==> src/hw/rtl/assert_macros.svh <==
// Assertion macros shared by the policer RTL.
`ifndef ASSERT_MACROS_SVH
`define ASSERT_MACROS_SVH

// Property must hold on every clock outside reset.
`define MCLBP_ASSERT(lbl, prop, msg) \
  lbl: assert property (@(posedge clk) disable iff (rst) prop) else $error(msg);

// Expression must never be true outside reset.
`define MCLBP_NEVER(lbl, expr, msg) \
  lbl: assert property (@(posedge clk) disable iff (rst) !(expr)) else $error(msg);

`endif

==> src/hw/rtl/mclbp_pkg.sv <==
// Types, constants and helpers of the multi-class leaky-bucket policer.
`default_nettype none
package mclbp_pkg;

  localparam int BUCKETS_DEF = 1024;
  localparam int IDX_W       = 10;
  localparam int TIME_W      = 48;
  localparam int LEVEL_W     = 32;
  localparam int LIMIT_W     = 40;
  localparam int RATE_W      = 24;
  localparam int BURST_W     = 16;
  localparam int NUM_CLASSES = 5;
  localparam int CLS_W       = 3;
  localparam int CFG_IDX_W   = 3;
  localparam int FAIL_W      = 3;
  localparam int RECIP_SHIFT = 20;

  // register indexes
  localparam logic [CFG_IDX_W-1:0] REG_TO           = 3'd0;
  localparam logic [CFG_IDX_W-1:0] REG_TO_IP        = 3'd1;
  localparam logic [CFG_IDX_W-1:0] REG_TO_IP_FROM   = 3'd2;
  localparam logic [CFG_IDX_W-1:0] REG_BOUNCE_TO    = 3'd3;
  localparam logic [CFG_IDX_W-1:0] REG_BOUNCE_TO_IP = 3'd4;

  // failure codes
  localparam logic [FAIL_W-1:0] FAIL_NONE         = 3'd0;
  localparam logic [FAIL_W-1:0] FAIL_BOUNCE_TO    = 3'd1;
  localparam logic [FAIL_W-1:0] FAIL_BOUNCE_TO_IP = 3'd2;
  localparam logic [FAIL_W-1:0] FAIL_TO_IP_FROM   = 3'd3;
  localparam logic [FAIL_W-1:0] FAIL_TO_IP        = 3'd4;
  localparam logic [FAIL_W-1:0] FAIL_TO           = 3'd5;

  // visit order
  localparam logic [CLS_W-1:0] CLS_BOUNCE_TO    = 3'd0;
  localparam logic [CLS_W-1:0] CLS_BOUNCE_TO_IP = 3'd1;
  localparam logic [CLS_W-1:0] CLS_TO_IP_FROM   = 3'd2;
  localparam logic [CLS_W-1:0] CLS_TO_IP        = 3'd3;
  localparam logic [CLS_W-1:0] CLS_TO           = 3'd4;

  typedef struct packed {
    logic [TIME_W-1:0] now_time;
    logic              record_msg;
    logic              from_bounce;
    logic              whitelisted;
    logic [IDX_W-1:0]  idx_to;
    logic [IDX_W-1:0]  idx_to_ip;
    logic [IDX_W-1:0]  idx_to_ip_from;
    logic [IDX_W-1:0]  idx_bounce_to;
    logic [IDX_W-1:0]  idx_bounce_to_ip;
  } in_word_t;

  typedef struct packed {
    logic              allowed;
    logic [FAIL_W-1:0] failed_class;
  } out_word_t;

  typedef enum logic [3:0] {
    ST_CLEAR,
    ST_IDLE,
    ST_SEL,
    ST_QUOT,
    ST_ADDR,
    ST_READ,
    ST_DIFF,
    ST_MUL_LO,
    ST_MUL_HI,
    ST_DRAIN,
    ST_WRITE,
    ST_DONE
  } state_t;

  typedef struct packed {
    logic clear_step;
    logic load_item;
    logic next_class;
    logic calc_quot;
    logic calc_addr;
    logic calc_diff;
    logic mul_lo;
    logic mul_hi;
    logic calc_drain;
    logic write;
    logic load_result;
  } cmd_t;

  typedef struct packed {
    logic clear_done;
    logic white;
    logic cls_en;
    logic cls_last;
    logic fail_now;
    logic out_free;
  } stat_t;

  function automatic logic [CFG_IDX_W-1:0] class_reg(input logic [CLS_W-1:0] cls);
    logic [CFG_IDX_W-1:0] r;
    unique case (cls)
      CLS_BOUNCE_TO:    r = REG_BOUNCE_TO;
      CLS_BOUNCE_TO_IP: r = REG_BOUNCE_TO_IP;
      CLS_TO_IP_FROM:   r = REG_TO_IP_FROM;
      CLS_TO_IP:        r = REG_TO_IP;
      default:          r = REG_TO;
    endcase
    return r;
  endfunction

  function automatic logic [FAIL_W-1:0] fail_code(input logic [CLS_W-1:0] cls);
    logic [FAIL_W-1:0] r;
    unique case (cls)
      CLS_BOUNCE_TO:    r = FAIL_BOUNCE_TO;
      CLS_BOUNCE_TO_IP: r = FAIL_BOUNCE_TO_IP;
      CLS_TO_IP_FROM:   r = FAIL_TO_IP_FROM;
      CLS_TO_IP:        r = FAIL_TO_IP;
      default:          r = FAIL_TO;
    endcase
    return r;
  endfunction

endpackage
`default_nettype wire

==> src/hw/rtl/mclbp_ctrl.sv <==
// Controller state machine: sequences clearing, class visits and result handoff.
`default_nettype none
`include "assert_macros.svh"
module mclbp_ctrl (
  input  wire logic              clk,
  input  wire logic              rst,
  input  wire logic              in_valid,
  output      logic              in_ready,
  input  wire mclbp_pkg::stat_t  stat,
  output      mclbp_pkg::cmd_t   cmd
);

  mclbp_pkg::state_t state, state_next;

  always_ff @(posedge clk) begin
    if (rst) begin
      state <= mclbp_pkg::ST_CLEAR;
    end else begin
      state <= state_next;
    end
  end

  always_comb begin
    state_next = state;
    unique case (state)
      mclbp_pkg::ST_CLEAR:  if (stat.clear_done) state_next = mclbp_pkg::ST_IDLE;
      mclbp_pkg::ST_IDLE:   if (in_valid) state_next = mclbp_pkg::ST_SEL;
      mclbp_pkg::ST_SEL: begin
        if (stat.white) begin
          state_next = mclbp_pkg::ST_DONE;
        end else if (stat.cls_en) begin
          state_next = mclbp_pkg::ST_QUOT;
        end else if (stat.cls_last) begin
          state_next = mclbp_pkg::ST_DONE;
        end
      end
      mclbp_pkg::ST_QUOT:   state_next = mclbp_pkg::ST_ADDR;
      mclbp_pkg::ST_ADDR:   state_next = mclbp_pkg::ST_READ;
      mclbp_pkg::ST_READ:   state_next = mclbp_pkg::ST_DIFF;
      mclbp_pkg::ST_DIFF:   state_next = mclbp_pkg::ST_MUL_LO;
      mclbp_pkg::ST_MUL_LO: state_next = mclbp_pkg::ST_MUL_HI;
      mclbp_pkg::ST_MUL_HI: state_next = mclbp_pkg::ST_DRAIN;
      mclbp_pkg::ST_DRAIN:  state_next = mclbp_pkg::ST_WRITE;
      mclbp_pkg::ST_WRITE: begin
        if (stat.fail_now || stat.cls_last) begin
          state_next = mclbp_pkg::ST_DONE;
        end else begin
          state_next = mclbp_pkg::ST_SEL;
        end
      end
      mclbp_pkg::ST_DONE:   if (stat.out_free) state_next = mclbp_pkg::ST_IDLE;
      default:              state_next = mclbp_pkg::ST_CLEAR;
    endcase
  end

  always_comb begin
    cmd      = '0;
    in_ready = 1'b0;
    unique case (state)
      mclbp_pkg::ST_CLEAR:  cmd.clear_step = 1'b1;
      mclbp_pkg::ST_IDLE: begin
        in_ready      = 1'b1;
        cmd.load_item = in_valid;
      end
      mclbp_pkg::ST_SEL:
        cmd.next_class = !stat.white && !stat.cls_en && !stat.cls_last;
      mclbp_pkg::ST_QUOT:   cmd.calc_quot = 1'b1;
      mclbp_pkg::ST_ADDR:   cmd.calc_addr = 1'b1;
      mclbp_pkg::ST_READ:   ;
      mclbp_pkg::ST_DIFF:   cmd.calc_diff = 1'b1;
      mclbp_pkg::ST_MUL_LO: cmd.mul_lo = 1'b1;
      mclbp_pkg::ST_MUL_HI: cmd.mul_hi = 1'b1;
      mclbp_pkg::ST_DRAIN:  cmd.calc_drain = 1'b1;
      mclbp_pkg::ST_WRITE: begin
        cmd.write      = 1'b1;
        cmd.next_class = !stat.fail_now && !stat.cls_last;
      end
      mclbp_pkg::ST_DONE:   cmd.load_result = stat.out_free;
      default:              ;
    endcase
  end

  `MCLBP_ASSERT(a_busy_after_accept, (in_valid && in_ready) |=> !in_ready, "accepted while busy")
  `MCLBP_NEVER(a_clear_vs_write, cmd.clear_step && cmd.write, "clear collides with bucket write")

endmodule
`default_nettype wire

==> config.mk <==
export PLATFORM = sky130hd
export DESIGN_NAME = mclbp_ctrl
export DESIGN_NICKNAME = d
export VERILOG_FILES = /design/src/hw/rtl/mclbp_pkg.sv /design/src/hw/rtl/mclbp_ctrl.sv
export VERILOG_INCLUDE_DIRS = /design/src /design/src/hw/rtl
export SDC_FILE = /design/constraint.sdc
export NUM_CORES = 1
export LEC_CHECK = 0
export ABC_AREA = 0
export BUFFER_PORTS_ARGS = -buffer_cell sky130_fd_sc_hd__buf_2
export CORE_AREA = 2 2 39 41
export CTS_BUF_LIST = sky130_fd_sc_hd__clkbuf_16
export DETAILED_ROUTE_END_ITERATION = 12
export DIE_AREA = 0 0 41 43
export PLACE_DENSITY = 0.67
export SYNTH_ARGS = -nofsm -noshare
export SYNTH_HDL_FRONTEND = slang
export SYNTH_SLANG_ARGS = --single-unit
==> constraint.sdc <==
create_clock -name clk -period 1.92 [get_ports clk]
set_input_delay 0.288 -clock clk [delete_from_list [all_inputs] [get_ports clk]]
set_output_delay 0.288 -clock clk [all_outputs]
set_load 0.02 [all_outputs]
; ---- Word level (Yosys, flattened, before mapping)
; Cells that the tools add are included.
[totals]
latch_bits = 0
in_bits = 9
memories = 0
ff_bits = 4
romBits = 0
output_inout_bits = 12
ram_bits = 0
wordCells = 46
[classes]
order_cmp = 0
addsub = 0
shifts = 0
n_mux = 20
reduce_logical = 10
n_div = 0
bitwise = 0
n_eq_ne = 15
n_mul = 0
[op_table]
columns = operator, n
row1 = 4-bit one-hot mux with 12 select lines, 1
row2 = 4-bit 2-to-1 mux, 7
row3 = 4-bit by 3-bit equality test with 1-bit output (second input constant), 4
row4 = 4-bit equality test (second input constant), 4
row5 = 1-bit 2-to-1 mux, 11
row6 = 4-bit by 2-bit equality test with 1-bit output (second input constant), 2
row7 = 2-bit inequality test (second input constant), 3
row8 = 4-bit by 1-bit equality test with 1-bit output (second input constant), 1
row9 = 1-bit zero test, 4
row10 = 4-bit zero test, 1
row11 = 4-bit inequality test (second input constant), 1
row12 = 4-bit AND reduction, 1
row13 = 1-bit logical AND, 3
row14 = 1-bit one-hot mux with 2 select lines, 1
row15 = 1-bit logical OR, 1

; ---- Longest topological paths before layout
; Gate-level depths: netlist (run 1).
[logic_depth]
word_depth = 4
mapped_depth = 5

; ---- Worst setup path before layout (run 1)
; No wires, ideal clock.
[synth_timing]
path_type = reg-to-output
startpoint = register state[3]
endpoint = output port cmd[3] (netlist name)
stages_incl_launch_ff = 4
arrival_ns = 1.387
setup_slack_ns = 0.245
cell_sequence = dfxtp_1 -> buf_2 -> inv_1 -> nor4_1
[synth_rtl]
columns = item, line
row1 = from (decl), mclbp_ctrl.sv:13  ; mclbp_pkg::state_t state, state_next;
row2 = from (signal assigned), mclbp_ctrl.sv:17  ; state <= mclbp_pkg::ST_CLEAR;
row3 = from (signal assigned), mclbp_ctrl.sv:19  ; state <= state_next;
row4 = to (decl), mclbp_ctrl.sv:10  ; output mclbp_pkg::cmd_t cmd

==> summary by stage, run 1 <==
Place
Before CTS, the worst setup slack after placement is 0.296 ns. The count of input and output buffers is 20. The congestion estimate from routability-driven global placement came to 0.777. The HPWL after detailed placement is 796 um.

Logic synthesis
The area of the mapped netlist is about 420 sq um. The number of instances in the synthesized netlist is 59. During synthesis, Yosys emitted a total of 0 warnings. The synthesized design contains 4 register bits. After synthesis, the largest family of logic cells by area is simple AND/OR/NAND/NOR gates. The synthesized netlist devotes 2.10% of its cell area to XOR and XNOR gates. The average cell area after synthesis is 7.08 sq um. The number of nets in the synthesized netlist is 68. The sequential share of the synthesized area is 19.2%.

Summing the areas of all compound-gate instances in the mapped netlist gives 20.7% of the synthesized area. Of the total synthesized cell area, the portion taken by full adders, half adders and majority gates is 0%. The count of unique library cells instantiated by Yosys is 32. Of the post-synthesis cell area, the part taken by muxes is 0%. Summing the areas of all and, or, nand and nor instances in the mapped netlist gives between 50% and 60% of the synthesized area.

Run status
The run finished with clean final reports.

Timing
Static timing analysis puts the maximum clock frequency at between 0.5 and 0.6 GHz. Setup repair after global routing left no endpoint under its margin. In this run the tightest slew margin relative to its limit is a little over two thirds. The final critical-path required period is 1.76 ns. The final setup violation count is 0. The max-slew violation count came to 0. The least setup slack across all paths after layout is 0.157 ns. The number of hold-slack violations in the final timing report is 0. The setup TNS after final layout is 0 ns. The share of the cycle needed by the critical path after routing is 91.8%.

At the pin with the least slew margin, the transition time is 0.456 ns. The worst clock skew is 0.000223 ns.

Global route
For this run, global-route usage on met2 was measured as 19.4%. Global routing used 12.8% of the available tracks. For met1 alone, demand over resource in global routing was between 10% and 20%. In this run the most used layer during global routing was met2.

For this run the aggregate overflow at the end of global routing stands at 0. The number of global-route vias before repair is 388. Entering global routing, the biggest net connects 16 pins. The number of antenna violations at the first check in global routing is 0.

The first global-routing pass estimated 1.50 mm of wire. The met3 track demand over resource in global routing is 1.57%.

Worst hold path
The worst min-delay path class is primary input to flip-flop.

Detailed routing
The per-cell via count in the routed design is 5.17. The overall via count from detail_route is 496. In the routed design, unresolved DRC markers number 0. Wires add up to 1.07 mm. The first routing iteration left 6 violations.

The first detailed-routing pass took 2 iterations. The average wire per cell in the routed design is 11.2 um. In this run the remaining antenna-violating nets after routing total 0.

Clock network
The CTS clock-pin slew for the worst setup and hold paths is 0.03 ns. Clock tree synthesis inserted a total of 3 buffers. Clock tree synthesis selected as its root buffer the cell clkbuf_16. The count of clock tree sinks is 4.

The count of instances resized after the clock tree is built is 0. In this run, post-CTS hold repair placed 0 buffers. The maximum buffer depth of the clock tree is 2. TritonCTS built the clock tree. The maximum level of the CTS H-tree is 1. After clock tree synthesis, the setup repair step added 0 buffers.

The later pin in the worst-skew pair is clocked with a latency of 0.22 ns.

Setup path
STA classifies the critical path endpoint as an output port. The arrival time reported for the critical path endpoint is around 1.5 ns. The cell type of the slowest stage on the worst timing path is or3_1. The startpoint type of the worst setup path is a flip-flop. STA puts the critical path data required time at about 1.6 ns. The cell family contributing the most delay on the critical path is simple AND/OR/NAND/NOR gates. Along the worst path, the maximum fanout reaches 5. The delay of the slowest cell on the worst path is 0.31 ns. By startpoint and endpoint, the worst setup path is classified as flip-flop to output port. The signal on the critical path passes through and2b_1 > nand2_1 > or3_1 > a21oi_1 > buf_2. The number of buffers and inverters on the critical path is 1.

Cells and area
The library cell used most frequently in the layout, excluding fill and tap cells, is buf_2. The largest registers in the layout are state: 4 flops. Cells with a size suffix above 1 make up 36.3% of the layout. The area growth from synthesis to layout is 46.1%. The antenna diode instance count is 0. The top register by number of flip-flops is state. The register with the most flip-flops in the layout has 4 of them.

In the layout the commonest cells are buf_2, nand2_1, nor2_1. The final-stage net count is 91.

Die
In this run the horizontal extent of the chip is 41 um. The number of cell rows is 14. The core region is between 1000 and 1500 sq um. The area of the die is ~1800 sq um.

The total I/O pin count is 21. The initial standard-cell utilization of the core is 30.2%. The die outline height is roughly 43 um.

Flow run
Max-cap violations in this run came to 0.

Power
The static leakage power is 0.304 nW. The worst IR drop on VDD is 0.00102 V. The ratio of total power to cell area is 1410 nW/um^2.
[worst reg2reg max path, cell delays in order (launching register included)]
cell	delay, ns
dfxtp_1	0.43
nor4_2	0.34
nand3b_1	0.17
a41o_1	0.28
a211oi_2	0.13
[path summary, 6_finish.rpt]
check / from / end / slack [ns] / depth (start not counted)
max: state[2]$_SDFFE_PP0P_ / cmd[8] / 0.16 / 5
min: rst / state[2]$_SDFFE_PP0P_ / 0.30 / 2
max reg2reg: state[0]$_SDFFE_PP0P_ / state[1]$_SDFFE_PP0P_ / 0.50 / 4
min reg2reg: state[3]$_SDFFE_PP0P_ / state[1]$_SDFFE_PP0P_ / 0.63 / 1
[where the power goes]
group          switching [mW]  internal, mW
Clock                  0.0569         0.266
Sequential             0.0551         0.109
Combinational           0.220         0.155
[final cells by class]
class	instances	area (sq um)
Clock buffer	3	75.1
Fill cell	147	773
Inverter	2	7.51
Multi-Input combinational cell	49	312
Sequential cell	4	81.3
Tap cell	16	20.0
Timing Repair Buffer	22	115
[layer usage]
layer | wire (um) | vias up | part of all wire [%]
met3 | 43 | 2 | 4.0
met5 | 0 | - | 0
met2 | 511 | 12 | 48
li1 | - | 259 | -
met1 | 493 | 223 | 46
met4 | 24 | 0 | 2.2
[per-stage QoR]
stage / hold WS [ns] / utilization [%] / power (mW) / cells / cell area [sq um]
floorplan: 0.365 / - / 0.437 / 59 / 418
global placement: 0.524 / 38.6 / 0.534 / 93 / 534
detailed placement: 0.528 / 38.6 / 0.540 / 93 / 534
CTS: 0.295 / 44.0 / 0.872 / 96 / 609
global route: 0.300 / 44.1 / 0.920 / 96 / 611
finish: 0.299 / 44.1 / 0.862 / 96 / 611
[synthesized netlist by cell type]
cell	count	share of area [%]
a211oi_1	1	1.8
a211oi_2	1	3.0
a21oi_1	2	2.4
a31oi_1	1	1.5
a41o_1	1	2.4
and2_1	3	4.5
and2b_1	1	1.8
and3_1	4	6.0
and3b_1	1	2.1
and4b_1	1	2.4
buf_2	3	3.6
clkbuf_1	1	0.90
dfxtp_1	4	19
inv_1	2	1.8
nand2_1	6	5.4
nand2b_1	2	3.0
nand3_1	1	1.2
nand3b_1	1	1.8
nand4_1	1	1.5
nor2_1	5	4.5
nor2b_1	2	3.0
nor3_1	3	3.6
nor4_1	1	1.5
nor4_2	2	6.0
nor4b_1	1	2.1
o21ai_0	1	1.2
o21ai_1	1	1.2
o21bai_1	2	3.6
o22ai_1	1	1.5
o32ai_1	1	2.1
or3_1	1	1.5
xnor2_1	1	2.1
[cell families after synthesis]
group,count (synthesis)
AO/OA/AOI/OAI,12
XOR/XNOR,1
buffers and inverters,6
flip-flops,4
AND/OR/NAND/NOR,36
Note: power is estimated with default switching activity, not from simulation.
==> inputs of run 2 (changes only) <==
PLACE_DENSITY = 0.69   (was 0.67)
clock period = 1.55 ns   (was 1.92 ns; I/O delays follow)
==> run 2 against run 1 <==
Effect of this change: the run now ends with setup timing left; count of clock-buffer cells in the layout did not move; final area rose by 6.4%; hold slack got worse by 0.062 ns; clock power rose by 24%; via count rose by 6.3%; power rose by 30%; non-clock buffer count rose by 3; register-to-register slack got worse by 0.38 ns; critical endpoint unchanged; largest cell class unchanged; largest power group unchanged.
==> summary by stage, run 2 (same netlist as run 1, synthesis figures left out) <==
Detailed routing
The routed length on met1 is 534 um (was 493 um). The top layer used by detailed routing is met3 (was met4). The amount of wire on met2 after detailed routing is 640 um (was 511 um). The overall via count from detail_route is 527 (was 496). The count of unresolved DRC violations after routing is 0 (unchanged). The residual antenna-violating net count after detailed routing came to 0 (unchanged). The per-cell via count in the routed design is 5.32 (was 5.17). The aggregate routed wire length is 1.23 mm (was 1.07 mm). The average wire per cell in the routed design was 12.4 um (was 11.2 um).

The routed wire length on met3 is 55 um (was 43 um). The DRC marker count from the first detailed-route iteration is 15 (was 6). The number of detailed-route iterations in the first pass is 4 (was 2).

Timing
The actual transition at the worst max-transition pin is 0.279 ns (was 0.456 ns). The remaining max-slew budget at the tightest pin was 81.2% (was 69.6%). The worst clock skew is 0.00176 ns (was 0.000223 ns). The least setup slack across all paths after layout is -0.0754 ns (was 0.157 ns). The final critical-path required period is 1.63 ns. The maximum achievable frequency is 0.615 GHz.

RSZ-0062 raised after global routing: yes (was no). The final setup violation count is 2 (was 0). The max-slew violation count is 0 (unchanged). In the finished design, the share of the clock period the worst path needs comes to 105%. The number of hold-slack violations in the final timing report is 0 (unchanged).

Global route
The number of global-route vias before repair came to 406 (was 388). The first-pass GRT wire length is 1.70 mm (was 1.50 mm). The maximum number of pins on one net before global-route repair is 16 (unchanged). The remaining global-route overflow is 0 (unchanged). The number of antenna violations at the first check in global routing is 0 (unchanged). The global-route total usage across every layer was 14.7% (was 12.8%).

Flow run
The number of maximum-capacitance constraint violations is 0 (unchanged).

Place
The routability congestion estimate is 0.779 (was 0.777). The HPWL after detailed placement came to 832 um (was 796 um). The count of input and output buffers is 20 (unchanged). The placed instance area came to 559 sq um (was 534 sq um).

Setup path
The delay of the slowest cell on the worst path is 0.33 ns (was 0.31 ns). The startpoint type of the worst setup path is a flip-flop (unchanged). The arrival time reported for the critical path endpoint is 1.39 ns (was 1.47 ns). The startpoint-to-endpoint class of the critical path was flip-flop to output port (unchanged).

The top cell family by delay on the critical path is simple AND/OR/NAND/NOR gates (unchanged). The endpoint type of the worst setup path is an output port (unchanged). The number of buffers and inverters on the critical path is 1 (unchanged).

The data required time of the critical path came to 1.32 ns (was 1.63 ns). The startpoint of the most critical setup path is state[2]$_SDFFE_PP0P_ (unchanged). The largest fanout on the critical path was 2 (was 5). The cell type of the slowest stage on the worst timing path is or3_1 (unchanged).

Worst path cell trace: and2b_1 > nand2_2 > or3_1 > a21oi_2 > buf_4 (was and2b_1 > nand2_1 > or3_1 > a21oi_1 > buf_2). The reg-to-reg critical path startpoint is state[3]$_SDFFE_PP0P_ (was state[0]$_SDFFE_PP0P_).

Cells and area
The ratio of cells with drive above 1 in the final layout was 43.4% (was 36.3%). The count of filler cells inserted in the layout came to 143 (was 147). Most used cells in the layout excluding fill and tap cells: buf_2, buf_4, nor2_1, nand2_1, and3_1 (was buf_2, nand2_1, nor2_1). The top register by number of flip-flops is state (unchanged). The number of flip-flops under the largest register name is 4 (unchanged). The leading cell type in the layout, fill and taps excluded is buf_2 (unchanged). The growth of design area from synthesis to finish was 55.4% (was 46.1%). The final cell area excluding filler cells is 649 sq um (was 611 sq um).

The area used by sequential logic in the layout is 82.6 sq um (was 81.3 sq um). The multi-input combinational cell area was 324 sq um (was 312 sq um). Registers with the most flip-flops: state: 4 flops (unchanged). The final-stage net count is 94 (was 91). The antenna diode instance count is 0 (unchanged).

Power
The static leakage power came to 0.320 nW (was 0.304 nW). The worst IR drop on VDD is 0.00113 V (was 0.00102 V). The total power consumption of the routed design is 1.12 mW (was 0.862 mW).

The ratio of total power to cell area is 1720 nW/um^2 (was 1410 nW/um^2).

Clock network
The count of clock tree sinks was 4 (unchanged). The total of hold buffers inserted after clock tree synthesis is 0 (unchanged). The maximum buffer depth of the clock tree came to 2 (unchanged). The TritonCTS buffer count is 3 (unchanged). The root buffer cell is clkbuf_16 (unchanged). The CTS clock-pin slew for the worst setup and hold paths came to 0.03 ns (about the same). The clock latency of the later-clocked register in the worst-skew pair is 0.22 ns (about the same). The maximum level of the CTS H-tree is 1 (unchanged). The clock tree from TritonCTS is done (unchanged).

Run status
Run status: complete, but fails checks (was complete, no violations). The final reports fail on setup timing.

Die
The core outline area is 1380 sq um (unchanged). The die outline height is 43 um (unchanged). The total I/O pin count was 21 (unchanged). The area of the die came to 1760 sq um (unchanged). The number of cell rows is 14 (unchanged). The chip width came to 41 um (unchanged). The initial standard-cell utilization of the core is 30.2% (unchanged).

Worst hold path
The worst min-delay path class is primary input to flip-flop (unchanged). The worst hold path startpoint is stat[0] (was rst).
[run 2: path summary, 6_finish.rpt]
check                                              to  slack (ns)  cells past startpoint
worst min register to register  state[3]$_SDFFE_PP0P_        0.60                      2
worst min-delay path            state[3]$_SDFFE_PP0P_        0.24                      2
worst max-delay path                           cmd[8]       -0.08                      5
worst max register to register  state[1]$_SDFFE_PP0P_        0.12                      4
[run 2: final cells by class]
class                           count  share of cell area, %
Clock buffer                        3                   11.6
Inverter                            2                   1.16
Multi-Input combinational cell     49                   49.9
Sequential cell                     4                   12.7
Tap cell                           16                   3.08
Timing Repair Buffer               25                   21.6
[run 2: repair_timing]
item | CTS | global route
setup buffers | 1 | 0
setup endpoints to repair | 7 | 5
resized for setup | 3 | 1
[run 2: routing by layer]
| metal | global-route usage [%] | vias to the layer above |
|---|---|---|
| li1 | - | 268 |
| met1 | 18.7 | 245 |
| met2 | 21.9 | 14 |
| met3 | 4.71 | 0 |
| met4 | 6.00 | 0 |
| met5 | 0 | - |
[run 2: per-stage QoR]
step	worst slack [ns]	TNS (ns)	utilization (%)	hold slack, ns	instances
4_1_cts	-0.0582	-0.0965	46.7	0.236	99
3_3_place_gp	0.0615	0	40.4	0.472	95
6_report	-0.0754	-0.0936	46.9	0.238	99
5_1_grt	-0.149	-0.364	46.9	0.258	99
3_5_place_dp	0.0475	0	40.4	0.476	95
2_1_floorplan	0.0277	0	-	0.309	59
[run 2: power by group]
group	switching, mW	internal, mW	total, mW	leakage [nW]
sequential	0.0676	0.138	0.206	0.0335
combinational	0.300	0.212	0.512	0.250
clock	0.0706	0.329	0.400	0.0370
total	0.438	0.679	1.12	0.320
==> inputs of run 3 (changes only) <==
--- a/config.mk
+++ b/config.mk
@@ -17,2 +17,3 @@
 export SYNTH_HDL_FRONTEND = slang
 export SYNTH_SLANG_ARGS = --single-unit
+export TNS_END_PERCENT = 20
==> constraint.sdc (replaced) <==
create_clock -name clk -period 1.55 [get_ports clk]
set_input_delay 0.2325 -clock clk [delete_from_list [all_inputs] [get_ports clk]]
set_output_delay 0.2325 -clock clk [all_outputs]
set_load 0.01 [all_outputs]
==> run 3 against run 2 <==
Effect of this change: the run still ends with setup timing left; global-route usage fell by 0.75 points; first-iteration DRC count shrank 27%; critical path depth is the same; hold slack got worse by 0.0078 ns; critical path type unchanged; largest power group unchanged; worst setup slack improved by 0.017 ns; sequential power up 11%; count of clock-buffer cells in the layout unchanged.
==> summary by stage, run 3 (same netlist as run 1, synthesis figures left out) <==
Cells and area
The final-stage net count was 94 (unchanged). Most used cells in the layout excluding fill and tap cells: buf_2, nor2_1, nand2_1, buf_4, and3_1 (was buf_2, buf_4, nor2_1, nand2_1, and3_1). The ratio of cells with drive above 1 in the final layout is 45.8% (was 43.4%).

The post-layout instance count excluding filler cells is 99 (unchanged). The growth of design area from synthesis to finish is 56.3% (was 55.4%). The leading cell type in the layout, fill and taps excluded is buf_2 (unchanged). The top register by number of flip-flops was state (unchanged). Registers with the most flip-flops: state: 4 flops (unchanged). The number of flip-flops under the largest register name is 4 (unchanged).

The antenna diode instance count is 0 (unchanged).

Global route
The number of antenna violations at the first check in global routing is 0 (unchanged). The maximum number of pins on one net before global-route repair is 16 (unchanged). The global-route total usage across every layer is 13.9% (was 14.7%). The first-pass GRT wire length is 1.70 mm (about the same). The number of global-route vias before repair is 397 (was 406). The remaining global-route overflow was 0 (unchanged).

Die
The number of cell rows is 14 (unchanged). The chip width is 41 um (unchanged). The area of the die is 1760 sq um (unchanged). The total I/O pin count is 21 (unchanged).

The core outline area is 1380 sq um (unchanged). The die outline height is 43 um (unchanged). The initial standard-cell utilization of the core is 30.2% (unchanged).

Run status
Run status: complete, but fails checks (unchanged). Violations in the final reports: setup timing (unchanged).

Setup path
The data required time of the critical path is 1.32 ns (about the same). The endpoint type of the worst setup path is an output port (unchanged). The reg-to-reg critical path startpoint is state[3]$_SDFFE_PP0P_ (unchanged).

The largest fanout on the critical path was 2 (unchanged). The arrival time reported for the critical path endpoint is 1.38 ns (was 1.39 ns). The number of cell instances on the worst register-to-register path is 4 (unchanged).

The startpoint of the most critical setup path is state[2]$_SDFFE_PP0P_ (unchanged). The worst reg-to-reg setup slack is 0.17 ns (was 0.12 ns). The capture point of the worst reg-to-reg path is state[1]$_SDFFE_PP0P_ (unchanged).

The startpoint-to-endpoint class of the critical path was flip-flop to output port (unchanged). The timing endpoint of the critical path is cmd[8] (unchanged). The startpoint type of the worst setup path is a flip-flop (unchanged).

Place
The routability congestion estimate is 0.772 (was 0.779). The cell count after placement is 96 (was 95). The minimum setup slack after placement is 0.0864 ns (was 0.0475 ns). The HPWL after detailed placement is 839 um (was 832 um). The count of input and output buffers came to 20 (unchanged).

Timing
The worst clock skew is 0.00149 ns (was 0.00176 ns). The maximum achievable frequency is 0.622 GHz (was 0.615 GHz). The number of hold-slack violations in the final timing report is 0 (unchanged). The final critical-path required period is 1.61 ns (was 1.63 ns). The least setup slack across all paths after layout is -0.0580 ns (was -0.0754 ns). The share of the cycle needed by the critical path after routing is 104% (was 105%).

The actual transition at the worst max-transition pin was 0.293 ns (was 0.279 ns). RSZ-0062 raised after global routing: yes (unchanged). The max-slew violation count is 0 (unchanged). The final setup violation count is 1 (was 2). The remaining max-slew budget at the tightest pin is 80.3% (was 81.2%).

Detailed routing
The average wire per cell in the routed design came to 11.2 um (was 12.4 um). The count of unresolved DRC violations after routing is 0 (unchanged). The per-cell via count in the routed design was 5.13 (was 5.32). The DRC marker count from the first detailed-route iteration is 11 (was 15). The number of detailed-route iterations in the first pass came to 4 (unchanged). The overall via count from detail_route was 508 (was 527).

The residual antenna-violating net count after detailed routing is 0 (unchanged). The aggregate routed wire length is 1.11 mm (was 1.23 mm).

Flow run
The number of maximum-capacitance constraint violations is 0 (unchanged).

Power
The ratio of total power to cell area came to 1650 nW/um^2 (was 1720 nW/um^2). The static leakage power is 0.325 nW (was 0.320 nW). The worst IR drop on VDD is 0.000912 V (was 0.00113 V).

Clock network
The total of hold buffers inserted after clock tree synthesis was 0 (unchanged). The maximum buffer depth of the clock tree is 2 (unchanged). The TritonCTS buffer count is 3 (unchanged). The root buffer cell is clkbuf_16 (unchanged). The count of clock tree sinks is 4 (unchanged). The clock tree from TritonCTS was done (unchanged).

The CTS clock-pin slew for the worst setup and hold paths is 0.03 ns (about the same). The maximum level of the CTS H-tree came to 1 (unchanged). The clock latency of the later-clocked register in the worst-skew pair is 0.22 ns (about the same).

Worst hold path
The worst min-delay path class is primary input to flip-flop (unchanged). The worst hold path startpoint is rst (was stat[0]).
## run 3: layer usage
| layer | wire [um] | global-route usage, % | up-vias |
|---|---|---|---|
| met2 | 505 | 19.1 | 13 |
| met5 | 0 | 0 | - |
| met4 | 15 | 8.00 | 0 |
| li1 | - | - | 266 |
| met3 | 57 | 1.57 | 2 |
| met1 | 530 | 20.1 | 227 |
## run 3: how the worst min path moves through the flow
stage	cells past startpoint	to
floorplan	1	state[2]$_SDFFE_PP0P_
global route	2	state[2]$_SDFFE_PP0P_
detailed placement	2	state[2]$_SDFFE_PP0P_
global placement	2	state[2]$_SDFFE_PP0P_
CTS	2	state[2]$_SDFFE_PP0P_
finish	2	state[2]$_SDFFE_PP0P_
## run 3: cell type report
| type | instances | area (sq um) |
|---|---|---|
| Inverter | 2 | 7.51 |
| Sequential cell | 4 | 90.1 |
| Fill cell | 138 | 731 |
| Clock buffer | 3 | 75.1 |
| Timing Repair Buffer | 25 | 138 |
| Tap cell | 16 | 20.0 |
| Multi-Input combinational cell | 49 | 323 |
## run 3: through the flow
step / utilization [%] / setup TNS (ns) / cell area [sq um] / total power [mW] / hold WS (ns)
2_1_floorplan: - / 0 / 418 / 0.498 / 0.309
3_3_place_gp: 40.2 / 0 / 557 / 0.649 / 0.466
3_5_place_dp: 40.2 / 0 / 557 / 0.658 / 0.475
4_1_cts: 45.9 / -0.0560 / 636 / 1.07 / 0.240
5_1_grt: 47.2 / -0.121 / 653 / 1.15 / 0.243
6_report: 47.2 / -0.0580 / 653 / 1.08 / 0.230
## run 3: worst max-delay path, cell delays in order, from the launching register on
cell and delay, ns:
dfxtp_2 0.31, and2b_1 0.21, nand2_2 0.06, or3_4 0.33, a21oi_2 0.11, buf_2 0.13
## run 3: what timing repair did
item	4_1_cts	5_1_grt
hold endpoints to repair	0	0
buffers inserted	0	0
endpoints found under the setup margin	5	2
resized for setup	3	6
## run 3: power breakdown
group	switching, mW	internal [mW]	total (mW)	leakage [nW]
Sequential	0.0786	0.150	0.228	0.0350
Combinational	0.230	0.219	0.450	0.253
Clock	0.0714	0.329	0.401	0.0370
Total	0.380	0.698	1.08	0.325
